[src/hw/rtl/rgb_to_yuv420_converter_defines.svh]
// Assertion macros for the RGB to YUV 4:2:0 converter.
`ifndef RGB_TO_YUV420_CONVERTER_DEFINES_SVH
`define RGB_TO_YUV420_CONVERTER_DEFINES_SVH

// cons must hold in the same cycle as ante
`define RYC_ASSERT_SAME(label, ante, cons) \
  label: assert property (@(posedge clk) disable iff (!rst_n) (ante) |-> (cons)) \
    else $error("rgb_to_yuv420_converter: assertion failed");

// cons must hold in the cycle after ante
`define RYC_ASSERT_NEXT(label, ante, cons) \
  label: assert property (@(posedge clk) disable iff (!rst_n) (ante) |=> (cons)) \
    else $error("rgb_to_yuv420_converter: assertion failed");

`endif

[src/hw/rtl/ryc_pkg.sv]
`timescale 1ns / 1ps
`default_nettype none

package ryc_pkg;

  localparam int PIX_W         = 8;
  localparam int WEIGHT_W      = 8;
  localparam int LUMA_ADDR_W   = 24;
  localparam int CHROMA_ADDR_W = 22;
  localparam int CFG_DATA_W    = 13;
  localparam int CFG_IDX_W     = 3;
  localparam int IN_DATA_W     = 24;
  localparam int OUT_DATA_W    = 72;

  // register reset values
  localparam logic [CFG_DATA_W-1:0] RST_IMAGE_WIDTH   = 13'd640;
  localparam logic [WEIGHT_W-1:0]   RST_LUMA_RED      = 8'd77;
  localparam logic [WEIGHT_W-1:0]   RST_LUMA_GREEN    = 8'd150;
  localparam logic [WEIGHT_W-1:0]   RST_LUMA_BLUE     = 8'd29;
  localparam logic [WEIGHT_W-1:0]   RST_U_WEIGHT      = 8'd143;
  localparam logic [WEIGHT_W-1:0]   RST_V_WEIGHT      = 8'd182;
  localparam logic [WEIGHT_W-1:0]   RST_CHROMA_OFFSET = 8'd127;

  typedef enum logic [CFG_IDX_W-1:0] {
    REG_IMAGE_WIDTH   = 3'd0,
    REG_LUMA_RED      = 3'd1,
    REG_LUMA_GREEN    = 3'd2,
    REG_LUMA_BLUE     = 3'd3,
    REG_U_WEIGHT      = 3'd4,
    REG_V_WEIGHT      = 3'd5,
    REG_CHROMA_OFFSET = 3'd6
  } cfg_reg_t;

  // multiplier step selected by the controller
  typedef enum logic [2:0] {
    OP_NONE,
    OP_MAC_R,
    OP_MAC_G,
    OP_MAC_B,
    OP_LUMA,
    OP_CHROMA_U,
    OP_CHROMA_V
  } op_t;

  typedef enum logic [2:0] {
    ST_IDLE,
    ST_MAC_R,
    ST_MAC_G,
    ST_MAC_B,
    ST_LUMA,
    ST_CHROMA_U,
    ST_CHROMA_V,
    ST_DONE
  } state_t;

  typedef struct packed {
    logic load;      // capture input pixel, advance position
    op_t  op;
    logic out_load;  // move finished result into output register
  } cmd_t;

  typedef struct packed {
    logic chroma_valid;
  } sts_t;

endpackage

`default_nettype wire

[src/hw/rtl/ryc_controller.sv]
`timescale 1ns / 1ps
`default_nettype none

module ryc_controller (
  input  wire logic        clk,
  input  wire logic        rst_n,
  input  wire logic        in_tvalid,
  output logic             in_tready,
  output logic             out_tvalid,
  input  wire logic        out_tready,
  input  wire ryc_pkg::sts_t sts,
  output ryc_pkg::cmd_t    cmd
);
  import ryc_pkg::*;

  state_t state_r, state_nxt;
  logic   out_valid_r, out_valid_nxt;

  always_ff @(posedge clk) begin
    if (!rst_n) begin
      state_r     <= ST_IDLE;
      out_valid_r <= 1'b0;
    end else begin
      state_r     <= state_nxt;
      out_valid_r <= out_valid_nxt;
    end
  end

  always_comb begin
    state_nxt    = state_r;
    cmd.load     = 1'b0;
    cmd.op       = OP_NONE;
    cmd.out_load = 1'b0;
    unique case (state_r)
      ST_IDLE: begin
        if (in_tvalid) begin
          cmd.load  = 1'b1;
          state_nxt = ST_MAC_R;
        end
      end
      ST_MAC_R: begin
        cmd.op    = OP_MAC_R;
        state_nxt = ST_MAC_G;
      end
      ST_MAC_G: begin
        cmd.op    = OP_MAC_G;
        state_nxt = ST_MAC_B;
      end
      ST_MAC_B: begin
        cmd.op    = OP_MAC_B;
        state_nxt = ST_LUMA;
      end
      ST_LUMA: begin
        cmd.op    = OP_LUMA;
        state_nxt = sts.chroma_valid ? ST_CHROMA_U : ST_DONE;
      end
      ST_CHROMA_U: begin
        cmd.op    = OP_CHROMA_U;
        state_nxt = ST_CHROMA_V;
      end
      ST_CHROMA_V: begin
        cmd.op    = OP_CHROMA_V;
        state_nxt = ST_DONE;
      end
      ST_DONE: begin
        // wait for the output register to free up
        if (!out_valid_r || out_tready) begin
          cmd.out_load = 1'b1;
          state_nxt    = ST_IDLE;
        end
      end
      default: state_nxt = ST_IDLE;
    endcase
  end

  always_comb begin
    out_valid_nxt = out_valid_r;
    if (out_valid_r && out_tready) out_valid_nxt = 1'b0;
    if (cmd.out_load)              out_valid_nxt = 1'b1;
  end

  assign in_tready  = (state_r == ST_IDLE);
  assign out_tvalid = out_valid_r;

endmodule

`default_nettype wire

[src/hw/rtl/ryc_datapath.sv]
`timescale 1ns / 1ps
`default_nettype none

module ryc_datapath #(
  parameter int MAX_WIDTH            = 4096,
  parameter int WEIGHT_FRACTION_BITS = 8
) (
  input  wire logic                             clk,
  input  wire logic                             rst_n,
  input  wire logic                             cfg_we,
  input  wire logic [ryc_pkg::CFG_IDX_W-1:0]    cfg_index,
  input  wire logic [ryc_pkg::CFG_DATA_W-1:0]   cfg_wdata,
  input  wire logic [ryc_pkg::IN_DATA_W-1:0]    in_tdata,
  input  wire logic                             in_tuser,
  input  wire ryc_pkg::cmd_t                    cmd,
  output ryc_pkg::sts_t                         sts,
  output logic [ryc_pkg::OUT_DATA_W-1:0]        out_tdata,
  output logic                                  out_tuser
);
  import ryc_pkg::*;

  localparam int F  = WEIGHT_FRACTION_BITS;
  localparam int CW = $clog2(MAX_WIDTH);
  localparam int MW = $clog2(MAX_WIDTH + 1);
  localparam int WW = (MW > CFG_DATA_W) ? MW : CFG_DATA_W;
  localparam int AW = 18;                                  // sum of three 16-bit products
  localparam int TW = ((F + 9 > 18) ? F + 9 : 18) + 1;     // chroma sum
  localparam logic [WW-1:0] MAX_WIDTH_V = WW'(MAX_WIDTH);

  // configuration
  logic [CFG_DATA_W-1:0] width_cfg_r;
  logic [WEIGHT_W-1:0]   w_red_r, w_green_r, w_blue_r, w_u_r, w_v_r, offset_r;

  always_ff @(posedge clk) begin
    if (!rst_n) begin
      width_cfg_r <= RST_IMAGE_WIDTH;
      w_red_r     <= RST_LUMA_RED;
      w_green_r   <= RST_LUMA_GREEN;
      w_blue_r    <= RST_LUMA_BLUE;
      w_u_r       <= RST_U_WEIGHT;
      w_v_r       <= RST_V_WEIGHT;
      offset_r    <= RST_CHROMA_OFFSET;
    end else if (cfg_we) begin
      unique case (cfg_index)
        REG_IMAGE_WIDTH:   width_cfg_r <= cfg_wdata;
        REG_LUMA_RED:      w_red_r     <= cfg_wdata[WEIGHT_W-1:0];
        REG_LUMA_GREEN:    w_green_r   <= cfg_wdata[WEIGHT_W-1:0];
        REG_LUMA_BLUE:     w_blue_r    <= cfg_wdata[WEIGHT_W-1:0];
        REG_U_WEIGHT:      w_u_r       <= cfg_wdata[WEIGHT_W-1:0];
        REG_V_WEIGHT:      w_v_r       <= cfg_wdata[WEIGHT_W-1:0];
        REG_CHROMA_OFFSET: offset_r    <= cfg_wdata[WEIGHT_W-1:0];
        default: ;
      endcase
    end
  end

  // raster position
  logic [CW-1:0]            col_r, col_nxt, col_cur;
  logic                     odd_r, odd_nxt, odd_cur;
  logic [LUMA_ADDR_W-1:0]   lcnt_r, lcnt_nxt, laddr_cur;
  logic [CHROMA_ADDR_W-1:0] ccnt_r, ccnt_nxt, caddr_cur;
  logic [WW-1:0]            width_eff, width_ext, col_inc;
  logic                     sof, cvalid_cur;

  always_comb begin
    sof       = in_tuser;
    width_ext = WW'(width_cfg_r);
    if (width_ext == '0)               width_eff = WW'(1);
    else if (width_ext > MAX_WIDTH_V)  width_eff = MAX_WIDTH_V;
    else                               width_eff = width_ext;

    col_cur   = (sof || WW'(col_r) >= width_eff) ? '0 : col_r;
    odd_cur   = sof ? 1'b0 : odd_r;
    laddr_cur = sof ? '0 : lcnt_r;
    caddr_cur = sof ? '0 : ccnt_r;
    cvalid_cur = !odd_cur && !col_cur[0];

    col_inc  = WW'(col_cur) + WW'(1);
    lcnt_nxt = laddr_cur + LUMA_ADDR_W'(1);
    ccnt_nxt = cvalid_cur ? caddr_cur + CHROMA_ADDR_W'(1) : caddr_cur;
    if (col_inc >= width_eff) begin
      col_nxt = '0;
      odd_nxt = !odd_cur;
    end else begin
      col_nxt = col_inc[CW-1:0];
      odd_nxt = odd_cur;
    end
  end

  always_ff @(posedge clk) begin
    if (!rst_n) begin
      col_r  <= '0;
      odd_r  <= 1'b0;
      lcnt_r <= '0;
      ccnt_r <= '0;
    end else if (cmd.load) begin
      col_r  <= col_nxt;
      odd_r  <= odd_nxt;
      lcnt_r <= lcnt_nxt;
      ccnt_r <= ccnt_nxt;
    end
  end

  // current item
  logic [PIX_W-1:0]         red_r, green_r, blue_r;
  logic [LUMA_ADDR_W-1:0]   laddr_r;
  logic [CHROMA_ADDR_W-1:0] caddr_r;
  logic                     cvalid_r;

  always_ff @(posedge clk) begin
    if (cmd.load) begin
      red_r    <= in_tdata[7:0];
      green_r  <= in_tdata[15:8];
      blue_r   <= in_tdata[23:16];
      laddr_r  <= laddr_cur;
      caddr_r  <= caddr_cur;
      cvalid_r <= cvalid_cur;
    end
  end

  assign sts.chroma_valid = cvalid_r;

  // shared multiplier: one product per step
  logic signed [PIX_W:0]    mul_a, mul_b;
  logic signed [2*PIX_W+1:0] prod;
  logic [AW-1:0]            acc_r, acc_nxt, acc_sh;
  logic [PIX_W-1:0]         y_r, y_nxt, u_r, v_r, chroma_q;
  logic signed [TW-1:0]     t, q;

  always_comb begin
    mul_a = '0;
    mul_b = '0;
    unique case (cmd.op)
      OP_MAC_R:    begin mul_a = $signed({1'b0, red_r});   mul_b = $signed({1'b0, w_red_r});   end
      OP_MAC_G:    begin mul_a = $signed({1'b0, green_r}); mul_b = $signed({1'b0, w_green_r}); end
      OP_MAC_B:    begin mul_a = $signed({1'b0, blue_r});  mul_b = $signed({1'b0, w_blue_r});  end
      OP_CHROMA_U: begin
        mul_a = $signed({1'b0, blue_r}) - $signed({1'b0, y_r});
        mul_b = $signed({1'b0, w_u_r});
      end
      OP_CHROMA_V: begin
        mul_a = $signed({1'b0, red_r}) - $signed({1'b0, y_r});
        mul_b = $signed({1'b0, w_v_r});
      end
      default: ;
    endcase
    prod = mul_a * mul_b;
  end

  always_comb begin
    acc_nxt = acc_r;
    unique case (cmd.op) inside
      OP_MAC_R:           acc_nxt = {2'b00, prod[2*PIX_W-1:0]};
      OP_MAC_G, OP_MAC_B: acc_nxt = acc_r + {2'b00, prod[2*PIX_W-1:0]};
      default: ;
    endcase

    // luma: truncate then clip
    acc_sh = acc_r >> F;
    y_nxt  = (|acc_sh[AW-1:PIX_W]) ? 8'hFF : acc_sh[PIX_W-1:0];

    // chroma: floor of the sum, clipped to 0..255
    t = $signed({{(TW - 18){prod[17]}}, prod})
      + $signed({{(TW - 8 - F){1'b0}}, offset_r, {F{1'b0}}});
    q = t >>> F;
    if (t[TW-1])                 chroma_q = '0;
    else if (|q[TW-2:PIX_W])     chroma_q = 8'hFF;
    else                         chroma_q = q[PIX_W-1:0];
  end

  always_ff @(posedge clk) begin
    acc_r <= acc_nxt;
    if (cmd.op == OP_LUMA)     y_r <= y_nxt;
    if (cmd.op == OP_CHROMA_U) u_r <= chroma_q;
    if (cmd.op == OP_CHROMA_V) v_r <= chroma_q;
  end

  // output register; chroma fields read zero when not produced
  logic [OUT_DATA_W-1:0] out_data_r;
  logic                  out_user_r;

  always_ff @(posedge clk) begin
    if (cmd.out_load) begin
      out_data_r <= {2'b00,
                     cvalid_r ? caddr_r : '0,
                     cvalid_r ? v_r     : '0,
                     cvalid_r ? u_r     : '0,
                     laddr_r,
                     y_r};
      out_user_r <= cvalid_r;
    end
  end

  assign out_tdata = out_data_r;
  assign out_tuser = out_user_r;

endmodule

`default_nettype wire

[src/hw/rtl/rgb_to_yuv420_converter.sv]
`timescale 1ns / 1ps
`default_nettype none
// Channel  Dir  tdata (low bit up)                               tuser
// in_      in   red[7:0] green[15:8] blue[23:16]                  start_of_frame
// out_     out  luma[7:0] luma_address[31:8] u_value[39:32]       chroma_valid
//               v_value[47:40] chroma_address[69:48] zero[71:70]
// cfg_     in   write enable, register index, 13-bit write data (no read-back)
//
// One pixel in flight, stepped through the single shared 9x9 multiplier as R, G,
// B, then U and V on chroma sites (even row, even column) only.
// The output register holds one result, so the next pixel is taken while a
// result waits; a stalled output holds the block in its final step.
// rst_n is synchronous, active low: position, counts and handshake clear,
// registers return to their defaults.
`include "rgb_to_yuv420_converter_defines.svh"

module rgb_to_yuv420_converter #(
  parameter int MAX_WIDTH            = 4096,
  parameter int WEIGHT_FRACTION_BITS = 8
) (
  input  wire logic                           clk,
  input  wire logic                           rst_n,
  // config write port
  input  wire logic                           cfg_we,
  input  wire logic [ryc_pkg::CFG_IDX_W-1:0]  cfg_index,
  input  wire logic [ryc_pkg::CFG_DATA_W-1:0] cfg_wdata,
  // pixel input
  input  wire logic                           in_tvalid,
  output logic                                in_tready,
  input  wire logic [ryc_pkg::IN_DATA_W-1:0]  in_tdata,   // red, green, blue
  input  wire logic                           in_tuser,   // start_of_frame
  // result output
  output logic                                out_tvalid,
  input  wire logic                           out_tready,
  output logic [ryc_pkg::OUT_DATA_W-1:0]      out_tdata,  // luma, luma_address, u, v,
                                                          // chroma_address, pad
  output logic                                out_tuser   // chroma_valid
);
  import ryc_pkg::*;

  cmd_t cmd;
  sts_t sts;

  // sequencer: accept, three luma MACs, clip, optional U/V, hand off
  ryc_controller u_ctrl (
    .clk        (clk),
    .rst_n      (rst_n),
    .in_tvalid  (in_tvalid),
    .in_tready  (in_tready),
    .out_tvalid (out_tvalid),
    .out_tready (out_tready),
    .sts        (sts),
    .cmd        (cmd)
  );

  // config registers, raster position, shared multiplier, output register
  ryc_datapath #(
    .MAX_WIDTH            (MAX_WIDTH),
    .WEIGHT_FRACTION_BITS (WEIGHT_FRACTION_BITS)
  ) u_dp (
    .clk       (clk),
    .rst_n     (rst_n),
    .cfg_we    (cfg_we),
    .cfg_index (cfg_index),
    .cfg_wdata (cfg_wdata),
    .in_tdata  (in_tdata),
    .in_tuser  (in_tuser),
    .cmd       (cmd),
    .sts       (sts),
    .out_tdata (out_tdata),
    .out_tuser (out_tuser)
  );

  // a transfer in starts a multi-cycle computation
  `RYC_ASSERT_NEXT(a_busy_after_in, in_tvalid && in_tready, !in_tready)
  // results never overwrite one still waiting
  `RYC_ASSERT_SAME(a_no_overwrite, cmd.out_load, !out_tvalid || out_tready)
  // non-chroma sites carry zero U, V and chroma address
  `RYC_ASSERT_SAME(a_chroma_zero, out_tvalid && !out_tuser, out_tdata[69:32] == '0)

endmodule

`default_nettype wire
[config.mk]
export PLATFORM = sky130hd
export DESIGN_NAME = rgb_to_yuv420_converter
export DESIGN_NICKNAME = d
export VERILOG_FILES = /design/src/hw/rtl/ryc_pkg.sv /design/src/hw/rtl/ryc_controller.sv /design/src/hw/rtl/ryc_datapath.sv /design/src/hw/rtl/rgb_to_yuv420_converter.sv
export VERILOG_INCLUDE_DIRS = /design/src /design/src/hw/rtl
export SDC_FILE = /design/constraint.sdc
export NUM_CORES = 1
export LEC_CHECK = 0
export ABC_AREA = 0
export BUFFER_PORTS_ARGS = -buffer_cell sky130_fd_sc_hd__clkbuf_2
export CAP_MARGIN = 20
export CORE_MARGIN = 5
export CORE_UTILIZATION = 45
export DETAILED_ROUTE_END_ITERATION = 10
export PLACE_DENSITY = 0.62
export SYNTH_ARGS = -nofsm -noshare
export SYNTH_HDL_FRONTEND = slang
export SYNTH_SLANG_ARGS = --single-unit
[constraint.sdc]
create_clock -name clk -period 9.26 [get_ports clk]
set_clock_uncertainty 0.15 [all_clocks]
set_input_delay 2.315 -clock clk [delete_from_list [all_inputs] [get_ports clk]]
set_output_delay 2.315 -clock clk [all_outputs]
set_load 0.05 [all_outputs]
# == Word-level counts from Yosys, hierarchy flattened ==
# Cells that the tools add are included.
# classes
n_reduce_logical,23
muxes,25
multipliers,1
eq_ne,21
magnitude_cmp,3
add_sub_neg,7
# ops
op,count
case mux 9 bit (5 select lines),1
two-way mux 22 bit,2
case mux 8 bit (5 select lines),1
case mux 18 bit (2 select lines),1
equality test 3 bit (second input constant),10
two-way mux 13 bit,2
adder 24 x 1 -> 24 bit (second input constant),1
two-way mux 12 bit,2
two-way mux 24 bit,1
case mux 3 bit (8 select lines),1
adder 22 x 1 -> 22 bit (second input constant),1
adder 18 x 17 -> 19 bit,1
adder 18 x 16 -> 18 bit,1
equality test 3 x 2 -> 1 bit (second input constant),6
multiplier 9 x 9 -> 18 bit,1
case mux 3 bit (6 select lines),1
subtractor 8 x 8 -> 9 bit,2
two-way mux 8 bit,2
AND reduction 2 bit,8
adder 12 x 1 -> 13 bit (second input constant),1
greater-or-equal comparator 12 x 13 -> 1 bit,1
greater-or-equal comparator 13 bit,1
> comparator 13 bit (second input constant),1
logical NOT 13 bit,1
13 further kinds,30
# word_totals
wordCells,106
reg_bits,308
out_inout_bits,75
inputBits,46

# == Longest topological paths before layout ==
# depth
depth_word,9
mapped_depth,39
ltp_nobuf,35

# == Cells and area by module ==
# Synthesis repeated with hierarchy kept, for this count alone.
# hier_totals
cells_unflattened,1766
hier_area_um2,17556.8
# by_module_without_submodules
module,seq_area_each_um2,cells_each,instances,area_per_inst_um2
ryc_datapath,7927.6,1738,1,17299.1
ryc_controller,80.1,28,1,257.7

# == Worst setup path after synthesis ==
# OpenSTA, ideal clock, no wires.
# synth_path
kind,register to register
from,register u_ctrl.state_r[0]
to,register u_dp.u_r[0] (data pin)
path_slack_ns,0.669
required_time_ns,8.913
period_less_slack_ns,8.591
n_path_buf,4
arrival_time_ns,8.244
path_stages_with_launch,37
setup_ns,0.197
cell_sequence,dfxtp_1 buf_2 nor2b_1 buf_2 nand2_2 inv_2 buf_2 nand2_1 nand2_1 fa_1 a21o_1 a21oi_1 o21bai_1 a21oi_1 o21bai_1 a211oi_1 clkbuf_1 and2_1 fa_1 inv_1 fa_1 fa_1 fa_1 inv_1 ha_1 and3_1 o211ai_1 o211ai_4 nor2_1 xnor2_1 ha_1 a21oi_1 nand2_1 a41oi_1 nor2_1 a31o_1 a221oi_1
# synth_via
elab_chain_len,9
word_cells_on_any_way,19
cone_classes,1 x add/sub; 1 x mul; 11 x eq/ne; 5 x mux; 1 x reduce/logical
# synth_lines
item,line,source
from (decl),ryc_controller.sv:16,"state_t state_r, state_nxt;"
from (signal assigned),ryc_controller.sv:24,state_r <= state_nxt;
equality test 3 bit (tied with other cells),ryc_controller.sv:34,unique case (state_r)
case mux 3 bit (6 select lines) (*),ryc_controller.sv:34,
equality test 3 bit (tied with other cells),ryc_datapath.sv:133,unique case (cmd.op)
case mux 9 bit (5 select lines) or case mux 8 bit (5 select lines) (tied branches),ryc_datapath.sv:133,
multiplier 9 x 9 -> 18 bit (*),ryc_datapath.sv:147,prod = mul_a * mul_b;
adder 18 x 17 -> 19 bit (*),ryc_datapath.sv:164,"+ $signed({{(TW - 8 - F){1'b0}}, offset_r, {F{1'b0}}});"
OR reduction 3 bit,ryc_datapath.sv:167,else if (|q[TW-2:PIX_W]) chroma_q = 8'hFF;
two-way mux 8 bit,ryc_datapath.sv:167,
two-way mux 8 bit (*),ryc_datapath.sv:166,if (t[TW-1]) chroma_q = '0;
net u_dp.chroma_q[0],ryc_datapath.sv:127,"logic [PIX_W-1:0] y_r, y_nxt, u_r, v_r, chroma_q;"
to (signal assigned),ryc_datapath.sv:174,if (cmd.op == OP_CHROMA_U) u_r <= chroma_q;
to (decl),ryc_datapath.sv:127,
# Mark *: on every way through the listed nets, which the timed path passes. The rest lies on a longest branch.
# A chain may end at the register's enable or synchronous reset.

# == Final worst setup path ==
# layout_path
from,register u_ctrl.state_r[1]
to,register u_dp.u_r[1] (data pin)
# The elaborated chain is that of the path after synthesis.

==> flow_metrics.env <==
export IMPL_grt_pass1_vias=13040
export IMPL_power_frac_comb_pct=18.3
export IMPL_initial_core_util_pct=45.25
export IMPL_p_leak_nw=8.276
export IMPL_hold_start="u_dp.laddr_r[21]$_DFFE_PP_"
export IMPL_status="finished, final reports clean"
export IMPL_cts_inserted_buffers=36
export IMPL_critPathKind="register to register"
export IMPL_cts_buffer_depth=3
export IMPL_synth_flop_cell="edfxtp_1"
export IMPL_ff2ff_setup_slack_ns=0.48
export IMPL_core_area_um2=39460
export IMPL_max_freq_mhz=113.9
export IMPL_clock_latency_ns=0.54
export IMPL_cts_tree="built"
export IMPL_overflow=0
export IMPL_end_kind="register"
export IMPL_synth_yosys_seq_area_share_pct=44.85
export IMPL_routedWlPerCell_um=17.30
export IMPL_placed_cells=2418
export IMPL_pin_count=121
export IMPL_ant_nets=0
export IMPL_hold_class="register to register"
export IMPL_design_area_um2=20230
export IMPL_rows=73
export IMPL_port_buffers=118
export IMPL_dr_pass1_iters=5
export IMPL_worst_path_max_fanout=12
export IMPL_finalSetupViolCount=0
export IMPL_area_growth_synth_to_final_pct=13.32
export IMPL_ys_types=77
export IMPL_drive_gt1_share_pct=12.59
export IMPL_p_int_w=0.002588
export IMPL_vias_per_cell=5.418
export IMPL_reg2regPathDepth=34
export IMPL_worstHoldPathCells=0
export IMPL_post_route_min_period_ns=8.779
export IMPL_yosys_warnings=0
export IMPL_fillers=3640
export IMPL_wirelength_mm=43.03
export IMPL_syn_area_um2=17850
export IMPL_final_common_cell="nand2_1"
export IMPL_antenna_diode_count=0
export IMPL_worstHoldEndpoint="u_dp.out_tdata[29]$_DFFE_PP_"
export IMPL_critPathLaunchType="register"
export IMPL_maxSlewViolCount=0
export IMPL_slew_headroom_pct=30.33
export IMPL_die_area_um2=43760
export IMPL_dieWidth_um=209.2
export IMPL_path_common_cell="fa_1"
export IMPL_synthArstFlopShare_pct=0
export IMPL_nets=2141
export IMPL_cts_max_level=2
export IMPL_ys_ff_latch=308
export IMPL_syn_inst=1829
export IMPL_p_per_area_nw_per_um2=177.3
export IMPL_required_ns=9.44
export IMPL_syn_avg_cell_area_um2=9.762
export IMPL_root_buffer="clkbuf_16"
export IMPL_drc=0
export IMPL_r2r_start="u_ctrl.state_r[1]$_SDFFE_PN0P_"
export IMPL_maxCapViolations=0
export IMPL_vdd_drop_max_uv=95.32
export IMPL_crit_path_max_incr_delay_ns=0.54
export IMPL_p_sw_w=0.0009986
export IMPL_placed_cell_area_um2=18990
export IMPL_grt_use_total_pct=19.48
export IMPL_switching_share_pct=27.84
export IMPL_multi_input_area_um2=9115
export IMPL_clkTransAtPathRegs_ns=0.06
export IMPL_grt_start_max_net_pins=68
export IMPL_clock_sinks=308
export IMPL_drt_iter0_markers=1043
export IMPL_critical_path_slowest_cell="fa_1"
export IMPL_tightest_slew_ns=1.045
export IMPL_grt_pass1_wl_mm=69.79
export IMPL_vias=13470
export IMPL_hold_violations=0
export IMPL_ff_latch_area_um2=8008
export IMPL_synth_edf_count=184
export IMPL_gp_congestion=0.9267
export IMPL_sequentialPowerShare_pct=43.6
export IMPL_cp_arrival_ns=8.96
export IMPL_antenna_found_initial=1
export IMPL_instances_no_fill=2487
export IMPL_layout_common_cells="nand2_1 (285), edfxtp_1 (184), inv_1 (128), dfxtp_1 (124), clkbuf_2 (118)"
export IMPL_finalCritPeriodShare_pct=94.81
export IMPL_r2r_end="u_dp.u_r[1]$_DFFE_PN_"
export IMPL_power_w=0.003587
export IMPL_die_h_um=209.2
export IMPL_dpl_hpwl_mm=30.89
export IMPL_clock_power_share_pct=38.1
[layer usage]
| layer | GRT usage (%) | part of all wire (%) | vias up | wire (um) |
|---|---|---|---|---|
| met1 | 29.69 | 49 | 6463 | 21020 |
| met2 | 28.33 | 42 | 355 | 18150 |
| li1 | - | - | 6586 | - |
| met3 | 3.093 | 6.1 | 70 | 2622 |
| met5 | 0 | 0 | - | 0 |
| met4 | 6.436 | 2.9 | 0 | 1241 |
[kinds of logic after synthesis]
logic type / after synthesis / share of synthesized area, %
fa+ha+maj: 161 / 13.93
other cells: 1 / 0.02100
xor+xnor: 55 / 2.698
compound gates: 325 / 12.12
flops: 308 / 44.85
mux: 33 / 1.941
simple gates: 733 / 19.81
buf+inv: 213 / 4.625
[worst max-delay path, delay by kind of cell, from the launching register on]
kind	cells	cell delay, ns
mux	1	0.23
buf+inv	5	0.43
simple gates	5	1.05
fa+ha+maj	8	3.20
xor+xnor	1	0.17
compound gates	14	3.00
flops	1	0.33
[worst max-delay path by stage]
stage                                        start                     to  slack, ns  depth (start not counted)
floorplan           u_ctrl.state_r[0]$_SDFFE_PN0P_  u_dp.u_r[0]$_DFFE_PN_       0.67                         36
global placement    u_ctrl.state_r[1]$_SDFFE_PN0P_  u_dp.u_r[0]$_DFFE_PN_       0.33                         32
detailed placement  u_ctrl.state_r[1]$_SDFFE_PN0P_  u_dp.u_r[0]$_DFFE_PN_       0.18                         35
CTS                 u_ctrl.state_r[1]$_SDFFE_PN0P_  u_dp.u_r[0]$_DFFE_PN_       0.18                         35
global route        u_ctrl.state_r[1]$_SDFFE_PN0P_  u_dp.u_r[1]$_DFFE_PN_      -0.02                         35
finish              u_ctrl.state_r[1]$_SDFFE_PN0P_  u_dp.u_r[1]$_DFFE_PN_       0.48                         34
[stage by stage]
step / setup TNS, ns / worst slack, ns / hold WS [ns] / utilization, %
floorplan: 0 / 0.6691 / 0.2503 / -
global placement: 0 / 0.3327 / 0.2560 / 48.11
detailed placement: 0 / 0.1784 / 0.2554 / 48.13
CTS: 0 / 0.1838 / 0.2667 / 51.02
global route: -0.04875 / -0.01948 / 0.2786 / 51.28
finish: 0 / 0.4810 / 0.2636 / 51.28
[state kept, by name (all words and copies together), names as in the netlist, 12 cells and up]
signal,count
u_dp.ccnt_r,22
u_dp.acc_r,18
u_dp.caddr_r,22
u_dp.out_tdata,70
u_dp.col_r,12
u_dp.laddr_r,24
u_dp.width_cfg_r,13
u_dp.lcnt_r,24
[timing repair]
item | CTS | global route
gates resized for setup | 0 | 13
setup endpoints to repair | 0 | 21
buffers inserted | 0 | 3
hold buffers | 0 | 0
endpoints found under the hold margin | 0 | 0
[layout make-up]
class,instances,area share [%]
Multi-Input combinational cell,1309,45.05
Sequential cell,308,39.58
Clock buffer,48,4.879
Timing Repair Buffer,148,4.032
Tap cell,525,3.247
Inverter,131,2.449
Clock inverter,18,0.7668
[power by group through the flow]
stage	logic [W]	clock network, W	registers (W)
2_1_floorplan	0.000470	0	0.00158
3_3_place_gp	0.000626	0	0.00159
3_5_place_dp	0.000641	0	0.00159
4_1_cts	0.000646	0.00140	0.00156
5_1_grt	0.000735	0.00146	0.00157
6_report	0.000656	0.00137	0.00156
[synthesized netlist by cell type (12+ instances only)]
library cell / count / share of area, %
buf_2: 12 / 0.34
a211oi_1: 13 / 0.55
nor2_1: 115 / 2.4
and2_1: 58 / 2.0
clkbuf_1: 63 / 1.3
mux2_2: 13 / 0.82
nand2_1: 285 / 6.0
nand4_1: 16 / 0.56
nor2b_1: 67 / 2.3
ha_1: 98 / 6.9
nand3_1: 71 / 2.0
nor3_1: 25 / 0.70
edfxtp_1: 184 / 31
mux2i_1: 20 / 1.1
o21ai_0: 53 / 1.5
inv_1: 128 / 2.7
xnor2_1: 34 / 1.7
nand2b_1: 20 / 0.70
dfxtp_1: 124 / 14
and3_1: 20 / 0.70
xor2_1: 21 / 1.0
a21o_1: 23 / 0.97
a21oi_1: 109 / 3.1
o21a_1: 15 / 0.63
or3_1: 15 / 0.53
fa_1: 63 / 7.1
(Power assumes the default switching activity.)
